<file path="src/rtl/acws_pkg.sv">
`timescale 1ns / 1ps
`default_nettype none
// ----------------------------------------------------------------------------
// acws_pkg: shared types and constants of the alarm clock with snooze
// Key bit positions, register indexes, reset values and the time-of-day type.
// ----------------------------------------------------------------------------
package acws_pkg;

  // Configuration port
  localparam int unsigned CfgIdxW  = 2;
  localparam int unsigned CfgDataW = 16;

  localparam logic [CfgIdxW-1:0] REG_TICKS_PER_SEC = 2'd0;
  localparam logic [CfgIdxW-1:0] REG_SNOOZE_MIN    = 2'd1;
  localparam logic [CfgIdxW-1:0] REG_FIRST_PITCH   = 2'd2;
  localparam logic [CfgIdxW-1:0] REG_SECOND_PITCH  = 2'd3;

  // Register reset values
  localparam logic [7:0]  RST_TICKS_PER_SEC = 8'd61;
  localparam logic [5:0]  RST_SNOOZE_MIN    = 6'd9;
  localparam logic [15:0] RST_FIRST_PITCH   = 16'd20;
  localparam logic [15:0] RST_SECOND_PITCH  = 16'd25;

  // Key masks (keys active low at the pins, active high here)
  localparam logic [7:0] KEY_SEC  = 8'h01;
  localparam logic [7:0] KEY_MIN  = 8'h02;
  localparam logic [7:0] KEY_HOUR = 8'h20;
  localparam logic [7:0] KEY_MODE = 8'h40;
  localparam logic [7:0] KEY_ARM  = 8'h80;

  // Wrap limits
  localparam logic [4:0] LAST_HOUR = 5'd23;
  localparam logic [5:0] LAST_MIN  = 6'd59;
  localparam logic [5:0] LAST_SEC  = 6'd59;
  localparam logic [6:0] MIN_PER_H = 7'd60;

  // Operation codes
  localparam logic OP_PRESCALE = 1'b0;
  localparam logic OP_KEYSAMPLE = 1'b1;

  typedef struct packed {
    logic [4:0] hours;
    logic [5:0] minutes;
    logic [5:0] seconds;
  } hms_t;

endpackage
`default_nettype wire

</file>
<file path="src/rtl/alarm_clock_with_snooze.sv">
`timescale 1ns / 1ps
`default_nettype none
// ----------------------------------------------------------------------------
// alarm_clock_with_snooze: time-of-day clock with alarm, key debounce, snooze
// Prescaler and key-sample ticks update time, alarm, mode and buzzer state.
// ----------------------------------------------------------------------------
// Path: an input beat enters the input register, then one pass of update
//   logic writes the result register.
// Throughput: one beat per cycle unless out_ready_i holds the result register;
//   the state update loop on the clock, alarm and debounce registers is one pass.
// Reset: rst_ni low clears time, alarm, mode and press state, presets the debounce
//   counters and loads the register defaults; the block accepts beats right after reset.
module alarm_clock_with_snooze (
  input  wire                          clk_i,
  input  wire                          rst_ni,
  // configuration writes
  input  wire                          cfg_valid_i,
  output logic                         cfg_ready_o,
  input  wire  [acws_pkg::CfgIdxW-1:0]  cfg_index_i,
  input  wire  [acws_pkg::CfgDataW-1:0] cfg_data_i,
  // input beats
  input  wire                          in_valid_i,
  output logic                         in_ready_o,
  input  wire                          op_i,
  input  wire  [7:0]                   key_pins_i,
  input  wire                          motion_i,
  // result beats
  output logic                         out_valid_o,
  input  wire                          out_ready_i,
  output logic [4:0]                   hours_o,
  output logic [5:0]                   minutes_o,
  output logic [5:0]                   seconds_o,
  output logic [4:0]                   alarm_hours_o,
  output logic [5:0]                   alarm_minutes_o,
  output logic [5:0]                   alarm_seconds_o,
  output logic                         setting_alarm_o,
  output logic                         alarm_armed_o,
  output logic                         buzzer_on_o,
  output logic [15:0]                  pitch_o
);

  // --------------------------------------------------------------------------
  // Wrapping increments
  // --------------------------------------------------------------------------
  function automatic logic [4:0] bump_hour(input logic [4:0] h);
    return (h >= acws_pkg::LAST_HOUR) ? 5'd0 : h + 5'd1;
  endfunction

  function automatic acws_pkg::hms_t bump_minute(input acws_pkg::hms_t t);
    acws_pkg::hms_t r;
    r = t;
    if (t.minutes >= acws_pkg::LAST_MIN) begin
      r.minutes = 6'd0;
      r.hours   = bump_hour(t.hours);
    end else begin
      r.minutes = t.minutes + 6'd1;
    end
    return r;
  endfunction

  function automatic acws_pkg::hms_t bump_second(input acws_pkg::hms_t t);
    acws_pkg::hms_t r;
    r = t;
    if (t.seconds >= acws_pkg::LAST_SEC) begin
      r.seconds = 6'd0;
      r = bump_minute(r);
    end else begin
      r.seconds = t.seconds + 6'd1;
    end
    return r;
  endfunction

  // --------------------------------------------------------------------------
  // Configuration registers
  // --------------------------------------------------------------------------
  logic [7:0]  ticks_per_sec_q;
  logic [5:0]  snooze_min_q;
  logic [15:0] first_pitch_q;
  logic [15:0] second_pitch_q;

  assign cfg_ready_o = 1'b1;

  always_ff @(posedge clk_i or negedge rst_ni) begin
    if (!rst_ni) begin
      ticks_per_sec_q <= acws_pkg::RST_TICKS_PER_SEC;
      snooze_min_q    <= acws_pkg::RST_SNOOZE_MIN;
      first_pitch_q   <= acws_pkg::RST_FIRST_PITCH;
      second_pitch_q  <= acws_pkg::RST_SECOND_PITCH;
    end else if (cfg_valid_i && cfg_ready_o) begin
      case (cfg_index_i)
        acws_pkg::REG_TICKS_PER_SEC: ticks_per_sec_q <= cfg_data_i[7:0];
        acws_pkg::REG_SNOOZE_MIN:    snooze_min_q    <= cfg_data_i[5:0];
        acws_pkg::REG_FIRST_PITCH:   first_pitch_q   <= cfg_data_i;
        acws_pkg::REG_SECOND_PITCH:  second_pitch_q  <= cfg_data_i;
        default: ;
      endcase
    end
  end

  // --------------------------------------------------------------------------
  // Input register
  // --------------------------------------------------------------------------
  logic       in_valid_q;
  logic       op_q;
  logic [7:0] pins_q;
  logic       motion_q;
  logic       step_fire;

  // advance when the result register is free or being drained
  assign step_fire  = in_valid_q && (!out_valid_o || out_ready_i);
  assign in_ready_o = !in_valid_q || step_fire;

  always_ff @(posedge clk_i or negedge rst_ni) begin
    if (!rst_ni) begin
      in_valid_q <= 1'b0;
    end else if (in_ready_o) begin
      in_valid_q <= in_valid_i;
    end
  end

  always_ff @(posedge clk_i) begin
    if (in_valid_i && in_ready_o) begin
      op_q     <= op_i;
      pins_q   <= key_pins_i;
      motion_q <= motion_i;
    end
  end

  // --------------------------------------------------------------------------
  // Clock state
  // --------------------------------------------------------------------------
  logic [7:0]      tick_cnt_q, tick_cnt_d;
  acws_pkg::hms_t  time_q, time_d;
  acws_pkg::hms_t  alarm_q, alarm_d;
  logic            set_mode_q, set_mode_d;
  logic            armed_q, armed_d;
  logic            note_q, note_d;
  logic [7:0]      deb_low_q, deb_low_d;
  logic [7:0]      deb_high_q, deb_high_d;
  logic [7:0]      stable_q, stable_d;
  logic [7:0]      pressed_q, pressed_d;
  logic            buzz_d;

  // single pass of the step update
  always_comb begin
    logic [7:0]     chg;
    logic [7:0]     chg_ok;
    logic [5:0]     snz_add;
    logic [6:0]     snz_sum;
    acws_pkg::hms_t adj;

    tick_cnt_d = tick_cnt_q;
    time_d     = time_q;
    alarm_d    = alarm_q;
    set_mode_d = set_mode_q;
    armed_d    = armed_q;
    note_d     = note_q;
    deb_low_d  = deb_low_q;
    deb_high_d = deb_high_q;
    stable_d   = stable_q;
    pressed_d  = pressed_q;
    buzz_d     = 1'b0;
    chg        = 8'd0;
    chg_ok     = 8'd0;
    snz_add    = 6'd0;
    snz_sum    = 7'd0;
    adj        = alarm_q;

    // tick work: prescaler or debounce
    if (op_q == acws_pkg::OP_PRESCALE) begin
      tick_cnt_d = tick_cnt_q + 8'd1;
      if (tick_cnt_d == ticks_per_sec_q) begin
        tick_cnt_d = 8'd0;
        time_d     = bump_second(time_q);
        note_d     = ~note_q;
      end
    end else begin
      chg        = ~pins_q ^ stable_q;
      deb_low_d  = ~(deb_low_q & chg);
      deb_high_d = deb_low_d ^ (deb_high_q & chg);
      chg_ok     = chg & deb_low_d & deb_high_d;
      stable_d   = stable_q ^ chg_ok;
      pressed_d  = pressed_q | (stable_d & chg_ok);
    end

    // consume presses: mode, arm, then minute, second, hour increments
    if ((pressed_d & acws_pkg::KEY_MODE) != 8'd0) set_mode_d = ~set_mode_d;
    if ((pressed_d & acws_pkg::KEY_ARM) != 8'd0)  armed_d    = ~armed_d;

    adj = set_mode_d ? alarm_d : time_d;
    if ((pressed_d & acws_pkg::KEY_MIN) != 8'd0)  adj = bump_minute(adj);
    if ((pressed_d & acws_pkg::KEY_SEC) != 8'd0)  adj = bump_second(adj);
    if ((pressed_d & acws_pkg::KEY_HOUR) != 8'd0) adj.hours = bump_hour(adj.hours);
    if (set_mode_d) begin
      alarm_d = adj;
    end else begin
      time_d = adj;
    end
    pressed_d = pressed_d & ~(acws_pkg::KEY_MODE | acws_pkg::KEY_ARM |
                              acws_pkg::KEY_MIN | acws_pkg::KEY_SEC | acws_pkg::KEY_HOUR);

    // restart the note pair at the top of each minute
    if (time_d.seconds == 6'd0) note_d = 1'b0;

    // alarm compare and snooze
    if (armed_d && (time_d.hours == alarm_d.hours) &&
        (time_d.minutes == alarm_d.minutes)) begin
      buzz_d = 1'b1;
      if (motion_q) begin
        snz_add = (snooze_min_q > acws_pkg::LAST_MIN) ? acws_pkg::LAST_MIN : snooze_min_q;
        snz_sum = {1'b0, alarm_d.minutes} + {1'b0, snz_add};
        if (snz_sum >= acws_pkg::MIN_PER_H) begin
          snz_sum       = snz_sum - acws_pkg::MIN_PER_H;
          alarm_d.hours = bump_hour(alarm_d.hours);
        end
        alarm_d.minutes = snz_sum[5:0];
      end
    end
  end

  // commit state on each processed beat
  always_ff @(posedge clk_i or negedge rst_ni) begin
    if (!rst_ni) begin
      tick_cnt_q <= 8'd0;
      time_q     <= '0;
      alarm_q    <= '0;
      set_mode_q <= 1'b0;
      armed_q    <= 1'b0;
      note_q     <= 1'b0;
      deb_low_q  <= 8'hFF;
      deb_high_q <= 8'hFF;
      stable_q   <= 8'd0;
      pressed_q  <= 8'd0;
    end else if (step_fire) begin
      tick_cnt_q <= tick_cnt_d;
      time_q     <= time_d;
      alarm_q    <= alarm_d;
      set_mode_q <= set_mode_d;
      armed_q    <= armed_d;
      note_q     <= note_d;
      deb_low_q  <= deb_low_d;
      deb_high_q <= deb_high_d;
      stable_q   <= stable_d;
      pressed_q  <= pressed_d;
    end
  end

  // --------------------------------------------------------------------------
  // Result register
  // --------------------------------------------------------------------------
  always_ff @(posedge clk_i or negedge rst_ni) begin
    if (!rst_ni) begin
      out_valid_o <= 1'b0;
    end else if (step_fire) begin
      out_valid_o <= 1'b1;
    end else if (out_ready_i) begin
      out_valid_o <= 1'b0;
    end
  end

  always_ff @(posedge clk_i) begin
    if (step_fire) begin
      hours_o         <= time_d.hours;
      minutes_o       <= time_d.minutes;
      seconds_o       <= time_d.seconds;
      alarm_hours_o   <= alarm_d.hours;
      alarm_minutes_o <= alarm_d.minutes;
      alarm_seconds_o <= alarm_d.seconds;
      setting_alarm_o <= set_mode_d;
      alarm_armed_o   <= armed_d;
      buzzer_on_o     <= buzz_d;
      pitch_o         <= note_d ? second_pitch_q : first_pitch_q;
    end
  end

  // --------------------------------------------------------------------------
  // Assertions
  // --------------------------------------------------------------------------
  a_time_range: assert property (@(posedge clk_i) disable iff (!rst_ni)
    (time_q.hours <= acws_pkg::LAST_HOUR) && (time_q.minutes <= acws_pkg::LAST_MIN) &&
    (time_q.seconds <= acws_pkg::LAST_SEC))
    else $error("time state out of range");

  a_alarm_range: assert property (@(posedge clk_i) disable iff (!rst_ni)
    (alarm_q.hours <= acws_pkg::LAST_HOUR) && (alarm_q.minutes <= acws_pkg::LAST_MIN) &&
    (alarm_q.seconds <= acws_pkg::LAST_SEC))
    else $error("alarm state out of range");

  a_buzz_armed: assert property (@(posedge clk_i) disable iff (!rst_ni)
    (out_valid_o && buzzer_on_o) |-> alarm_armed_o)
    else $error("buzzer on while alarm disarmed");

  a_step_result: assert property (@(posedge clk_i) disable iff (!rst_ni)
    step_fire |=> out_valid_o)
    else $error("processed beat produced no result");

  a_press_consumed: assert property (@(posedge clk_i) disable iff (!rst_ni)
    (pressed_q & (acws_pkg::KEY_MODE | acws_pkg::KEY_ARM | acws_pkg::KEY_MIN |
                  acws_pkg::KEY_SEC | acws_pkg::KEY_HOUR)) == 8'd0)
    else $error("active key press left unconsumed");

endmodule
`default_nettype wire
</file>
<file path="config.mk">
export PLATFORM = sky130hd
export DESIGN_NAME = alarm_clock_with_snooze
export DESIGN_NICKNAME = d
export VERILOG_FILES = /design/src/rtl/acws_pkg.sv /design/src/rtl/alarm_clock_with_snooze.sv
export SDC_FILE = /design/constraint.sdc
export NUM_CORES = 1
export LEC_CHECK = 0
export BUFFER_PORTS_ARGS = -buffer_cell sky130_fd_sc_hd__buf_2
export CAP_MARGIN = 15
export CORE_MARGIN = 2
export CORE_UTILIZATION = 40
export CTS_BUF_LIST = sky130_fd_sc_hd__clkbuf_4
export DETAILED_ROUTE_END_ITERATION = 8
export PLACE_DENSITY = 0.54
export RECOVER_POWER = 100
export SETUP_SLACK_MARGIN = 0.2
export SLEW_MARGIN = 20
export SYNTH_ARGS = -nofsm -noshare
export SYNTH_HDL_FRONTEND = slang
export SYNTH_SLANG_ARGS = --single-unit
</file>
<file path="constraint.sdc">
create_clock -name clk_i -period 11.6 [get_ports clk_i]
set_input_delay 2.32 -clock clk_i [delete_from_list [all_inputs] [get_ports clk_i]]
set_output_delay 2.32 -clock clk_i [all_outputs]
set_load 0.005 [all_outputs]
</file>
==> results of run 1 <==
==> cell usage in the layout, fill, tap and decap left out, drive strengths merged, types with 6 or more instances in the layout <==
master and count:
o211ai 8, inv 34, nand4 7, a211oi 6, xnor2 19, dfrtp 86, a21oi 63, a31oi 24
and2 16, and3 18, a21o 11, o22a 6, o21bai 6, or4 6, o2111ai 6, o31ai 10
ha 23, nand2 130, xor2 18, edfxtp 60, o21a 10, nand2b 13, a32oi 6, mux2 80
buf 63, o22ai 7, or2 6, dfstp 22, o21ai 62, mux2i 12, a211o 9, clkbuf 51
nor4 15, nor3 21, nor2 89, nand3 41
==> final timing paths <==
path	to	slack, ns	from
min in group asynchronous	stable_q[1]$_DFFE_PN0P_	2.37	rst_ni
max reg2reg	alarm_q[10]$_DFFE_PN0P_	1.70	stable_q[6]$_DFFE_PN0P_
min reg2reg	armed_q$_DFFE_PN0P_	0.51	armed_q$_DFFE_PN0P_
max	alarm_q[10]$_DFFE_PN0P_	1.70	stable_q[6]$_DFFE_PN0P_
max in group asynchronous	alarm_q[10]$_DFFE_PN0P_	4.54	rst_ni
min	armed_q$_DFFE_PN0P_	0.51	armed_q$_DFFE_PN0P_
==> flip-flops by register name, indices dropped and copies added, names as in the netlist, 5 cells and up <==
register	cells
alarm_q	17
stable_q	5
ticks_per_sec_q	8
pins_q	5
tick_cnt_q	8
time_q	17
deb_high_q	5
minutes_o	6
second_pitch_q	16
alarm_minutes_o	6
pitch_o	16
seconds_o	6
deb_low_q	5
first_pitch_q	16
hours_o	5
snooze_min_q	6
alarm_hours_o	5
alarm_seconds_o	6
==> worst max-delay path, delay by kind of cell, from the launching register on <==
| family | cells | cell delay [ns] |
|---|---|---|
| XOR/XNOR | 3 | 1.64 |
| AND/OR/NAND/NOR | 13 | 4.11 |
| multiplexers | 4 | 0.95 |
| flip-flops | 1 | 0.43 |
| buffers and inverters | 1 | 0.53 |
| adder cells (fa/ha/maj) | 4 | 1.10 |
| AO/OA/AOI/OAI | 5 | 1.01 |
==> report_power, final <==
part	switching (W)	total, W	leakage [nW]	internal [W]
Clock	0.000251	0.000350	0.142	0.0000983
Combinational	0.000910	0.00150	2.47	0.000586
Sequential	0.000139	0.000960	1.84	0.000821
==> per-layer routing <==
layer  up-vias  routed length [microns]  GRT usage, %
met4         0                      327         4.585
met5         -                        0             0
met2       167                    12250         32.75
met1      4064                    12710         28.69
li1       4106                        -             -
met3        14                      932         3.157
==> logic make-up after synthesis <==
kind of cell,after synthesis,share of synthesized area (%)
DFF,168,44.08
and+or+nand+nor,395,18.91
xor gates and xnor gates,37,3.152
AOI/OAI and AO/OA,276,17.81
buffers and inverters,81,3.079
adders and majority gates,24,2.994
other,1,0.03648
muxes,92,9.932
==> final cells by class <==
class                      count  area, sq um  share of cell area (%)
multi-input combinational    825         5429                   48.50
sequential                   168         4532                   40.49
timing repair buffer          96        456.7                   4.080
tap                          330        412.9                   3.689
clock buffer                  18        135.1                   1.207
clock inverter                14        130.1                   1.163
inverter                      25        95.09                  0.8495
antenna                        1        2.502                 0.02236
==> through the flow <==
stage | std cells | utilization, % | total power [W] | hold slack, ns
floorplan | 1074 | - | 0.002074 | 0.4658
global placement | 1444 | 43.73 | 0.002456 | 0.4790
global route | 1477 | 44.45 | 0.003060 | 0.5355
CTS | 1476 | 44.79 | 0.002834 | 0.5107
detailed placement | 1444 | 43.73 | 0.002475 | 0.4863
finish | 1477 | 44.45 | 0.002806 | 0.5073
==> flow_metrics.env, run 1 <==
export IMPL_status="finished, violations left"
export IMPL_violations="capacitance limit, slew limit"
export IMPL_cap_violations=6
export IMPL_cp_common_cell="ha_1"
export IMPL_grt_pass1_vias=7959
export IMPL_synth_area_sq_um=10280
export IMPL_rows=58
export IMPL_via_per_inst=5.654
export IMPL_final_area_sq_um=11190
export IMPL_grt_remaining_overflow=0
export IMPL_port_buffers=84
export IMPL_slew_headroom_pct=-163.9
export IMPL_ys_async_sr_fraction_pct=64.29
export IMPL_yosysSeqAreaShare_pct=44.08
export IMPL_wl_microns=26220
export IMPL_avgRoutedWirePerCell_microns=17.75
export IMPL_drtIter0Drc=469
export IMPL_synth_cells=1074
export IMPL_htreeDepth=4
export IMPL_hold_class="reg -> reg"
export IMPL_crit_fanout=34
export IMPL_numCtsBuffers=17
export IMPL_ctsHoldBuffers=0
export IMPL_start_util_pct=40.82
export IMPL_synth_largest_area_cell="dfrtp_1"
export IMPL_clock_path_buffers=2
export IMPL_grt_pass1_wl_microns=43130
export IMPL_grt_max_degree=70
export IMPL_drive_gt1_share_pct=18.32
export IMPL_syn_nets=1131
export IMPL_slew_violations=254
export IMPL_core_area_sq_um=25180
export IMPL_synth_top_area_share_pct=20.93
export IMPL_synth_most_common_cell="nand2_1"
export IMPL_cts_root_buf="clkbuf_4"
export IMPL_fmax_ghz=0.1010
export IMPL_p_leak_nw=4.446
export IMPL_avgSynthCellArea_sq_um=9.572
export IMPL_worst_pin_slew_ns=3.959
export IMPL_power_density_nw_per_um2=250.7
export IMPL_placed_area_sq_um=11010
export IMPL_antenna_found_initial=1
export IMPL_die_height_microns=164.3
export IMPL_dieArea_sq_um=27000
export IMPL_worstSkewPairLatency_ns=0.59
export IMPL_synth_yosys_warnings=0
export IMPL_final_nets=1190
export IMPL_synth_area_leaders="dfrtp_1 21%, edfxtp_1 18%, mux2_2 8.8%, dfstp_2 5.6%, nand2_1 4.7%"
export IMPL_layout_worst_path_cycle_share_pct=85.32
export IMPL_hold_viol=0
export IMPL_ir_drop_mv=0.07940
export IMPL_synth_seq_cells=168
export IMPL_tns_ns=0
export IMPL_nFillCells=2494
export IMPL_dp_hpwl_microns=18570
export IMPL_min_path_cells=1
export IMPL_syn_to_final_growth_pct=8.885
export IMPL_dr_pass1_iters=5
export IMPL_ant_nets=0
export IMPL_slowest_delay_ns=1.24
export IMPL_cp_end_kind="flop"
export IMPL_place_congestion=0.9035
export IMPL_cts_setup_buffers=0
export IMPL_setup_viol=0
export IMPL_num_vias=8351
export IMPL_cts_tree="done"
export IMPL_ioPinCount=89
export IMPL_clk_pin_slew_worst_paths_ns=0.16
export IMPL_synth_edff_count=60
export IMPL_ys_types=81
export IMPL_critPathLaunchType="flop"
export IMPL_setup_ws_ns=1.703
export IMPL_cts_resized=0
export IMPL_path_class="reg -> reg"
export IMPL_crit_arrival_ns=10.34
export IMPL_netlist_top_cells_count="130 x nand2_1, 89 x nor2_1, 86 x dfrtp_1"
export IMPL_dp_slack_ns=2.223
export IMPL_fin_crit_ns=9.897
export IMPL_crit_required_ns=12.04
export IMPL_cts_sinks=168
export IMPL_drc=0
export IMPL_rsz0062_at_grt="no"
export IMPL_die_w_microns=164.3
export IMPL_finalClockSkew_ns=0.05261
export IMPL_slowest_stage="xor2_1"
export IMPL_ff2ff_path_depth=30
export IMPL_grt_use_total_pct=20.28
export IMPL_ys_flop_type="dfrtp_1"
(Power assumes the default switching activity.)
==> run 2, diff against run 1 <==
- HOLD_SLACK_MARGIN: unset -> 0.05
- clock period: 11.6 -> 9.9 ns (I/O delays scaled with it)
==> run 2 against run 1 <==
Effect of this change: the run still ends with capacitance limit, slew limit left; sequential cell count unchanged; hold slack lost 0.0025 ns; routed wire length is 0.57% lower; maximum frequency up 7.5%; largest power group unchanged.
==> flow_metrics.env, run 2 (synthesized netlist as in run 1, its figures left out) <==
export IMPL_hold_class="reg -> reg"
export IMPL_die_height_microns=164.3
export IMPL_ant_nets=0
export IMPL_grt_max_degree=70
export IMPL_cts_setup_buffers=0
export IMPL_htreeDepth=4
export IMPL_syn_to_final_growth_pct=10.35
export IMPL_total_power_w=0.003393
export IMPL_nFillCells=2478
export IMPL_wl_microns=26070
export IMPL_drive_gt1_share_pct=18.84
export IMPL_status="finished, violations left"
export IMPL_fin_crit_ns=9.209
export IMPL_endpoint="alarm_q[9]$_DFFE_PN0P_"
export IMPL_grt_use_total_pct=19.85
export IMPL_crit_family="simple AND/OR/NAND/NOR gates"
export IMPL_worstSkewPairLatency_ns=0.58
export IMPL_clk_pin_slew_worst_paths_ns=0.15
export IMPL_final_cells=1483
export IMPL_drc=0
export IMPL_reg_top3="alarm_q: 17 flops, time_q: 17 flops"
export IMPL_rows=58
export IMPL_p_leak_nw=4.514
export IMPL_grt_pass1_vias=7846
export IMPL_setup_viol=0
export IMPL_start_util_pct=40.82
export IMPL_worst_pin_slew_ns=3.836
export IMPL_place_congestion=0.8966
export IMPL_power_density_nw_per_um2=299.1
export IMPL_fmax_ghz=0.1086
export IMPL_slew_headroom_pct=-155.7
export IMPL_via_per_inst=5.655
export IMPL_numCtsBuffers=17
export IMPL_drtIter0Drc=514
export IMPL_violations="capacitance limit, slew limit"
export IMPL_tns_ns=0
export IMPL_clock_path_buffers=2
export IMPL_ff2ff_setup_slack_ns=0.69
export IMPL_ioPinCount=89
export IMPL_port_buffers=84
export IMPL_ff2ff_path_depth=29
export IMPL_rsz0062_at_grt="no"
export IMPL_min_path_cells=1
export IMPL_cap_violations=5
export IMPL_die_w_microns=164.3
export IMPL_crit_arrival_ns=9.65
export IMPL_cts_resized=0
export IMPL_num_vias=8387
export IMPL_core_area_sq_um=25180
export IMPL_critPathLaunchType="flop"
export IMPL_final_cell_mix="130 x nand2_1, 89 x nor2_1, 86 x dfrtp_1"
export IMPL_finalClockSkew_ns=0.03727
export IMPL_ir_drop_mv=0.09844
export IMPL_cts_root_buf="clkbuf_4"
export IMPL_regArea_sq_um=4532
export IMPL_slew_violations=232
export IMPL_cts_tree="done"
export IMPL_multi_input_area_sq_um=5466
export IMPL_path_class="reg -> reg"
export IMPL_slowest_delay_ns=0.70
export IMPL_r2r_end="alarm_q[9]$_DFFE_PN0P_"
export IMPL_final_common_cell="nand2_1"
export IMPL_path_depth=29
export IMPL_cp_end_kind="flop"
export IMPL_path_buf_inv=0
export IMPL_dp_hpwl_microns=18710
export IMPL_grt_pass1_wl_microns=42180
export IMPL_hold_viol=0
export IMPL_grt_remaining_overflow=0
export IMPL_final_nets=1196
export IMPL_crit_fanout=11
export IMPL_avgRoutedWirePerCell_microns=17.58
export IMPL_r2r_start="tick_cnt_q[0]$_DFFE_PN0P_"
export IMPL_cts_sinks=168
export IMPL_slowest_stage="or4_1"
export IMPL_layout_worst_path_cycle_share_pct=93.02
export IMPL_dieArea_sq_um=27000
export IMPL_ctsHoldBuffers=0
export IMPL_critPathLaunch="tick_cnt_q[0]$_DFFE_PN0P_"
export IMPL_dr_pass1_iters=5
export IMPL_placed_cells_incl_taps=1450
export IMPL_crit_required_ns=10.34
export IMPL_cp_common_cell="ha_1"
export IMPL_post_route_util_pct=45.05
export IMPL_antenna_found_initial=1
run 2: cell count changes in the layout (fill, tap and decap cells not counted), sizes merged:
| cell | delta |
|---|---|
| buf | +2 |
| clkinvlp | -2 |
| inv | -3 |
| clkbuf | +4 |
| bufinv | +4 |
| clkinv | +1 |
run 2: worst min-delay path by stage:
stage / startpoint / slack [ns] / endpoint
global placement: armed_q$_DFFE_PN0P_ / 0.48 / armed_q$_DFFE_PN0P_
detailed placement: note_q$_DFFE_PN0P_ / 0.48 / note_q$_DFFE_PN0P_
CTS: armed_q$_DFFE_PN0P_ / 0.51 / armed_q$_DFFE_PN0P_
floorplan: armed_q$_DFFE_PN0P_ / 0.47 / armed_q$_DFFE_PN0P_
finish: armed_q$_DFFE_PN0P_ / 0.50 / armed_q$_DFFE_PN0P_
global route: armed_q$_DFFE_PN0P_ / 0.53 / armed_q$_DFFE_PN0P_
run 2: metal layers:
metal,vias up,wire length (microns),track usage (%)
li1,4123,-,-
met1,4058,12460,27.81
met2,189,12160,32.27
met3,17,1145,2.955
met4,0,306,4.944
met5,-,0,0
run 2: where the power goes:
group	switching [W]	leakage, nW	total (W)	internal, W
clock	0.000274	0.182	0.000485	0.000211
sequential	0.000165	1.84	0.00113	0.000962
combinational	0.00108	2.49	0.00178	0.000705
total	0.00151	4.51	0.00339	0.00188
run 2: layout make-up:
type	instances	share of cell area [%]
Antenna cell	1	0.02206
Clock buffer	18	1.191
Clock inverter	14	1.831
Inverter	25	0.8383
Multi-Input combinational cell	825	48.19
Sequential cell	168	39.95
Tap cell	330	3.640
Timing Repair Buffer	102	4.335
run 2: through the flow:
stage / hold slack (ns) / cell area, sq um / setup WS (ns)
6_report: 0.5048 / 11340 / 0.6914
5_1_grt: 0.5269 / 11340 / 0.1305
4_1_cts: 0.5101 / 11400 / 0.7676
3_5_place_dp: 0.4842 / 11060 / 0.8252
3_3_place_gp: 0.4799 / 11060 / 0.8867
2_1_floorplan: 0.4658 / 10280 / 1.657
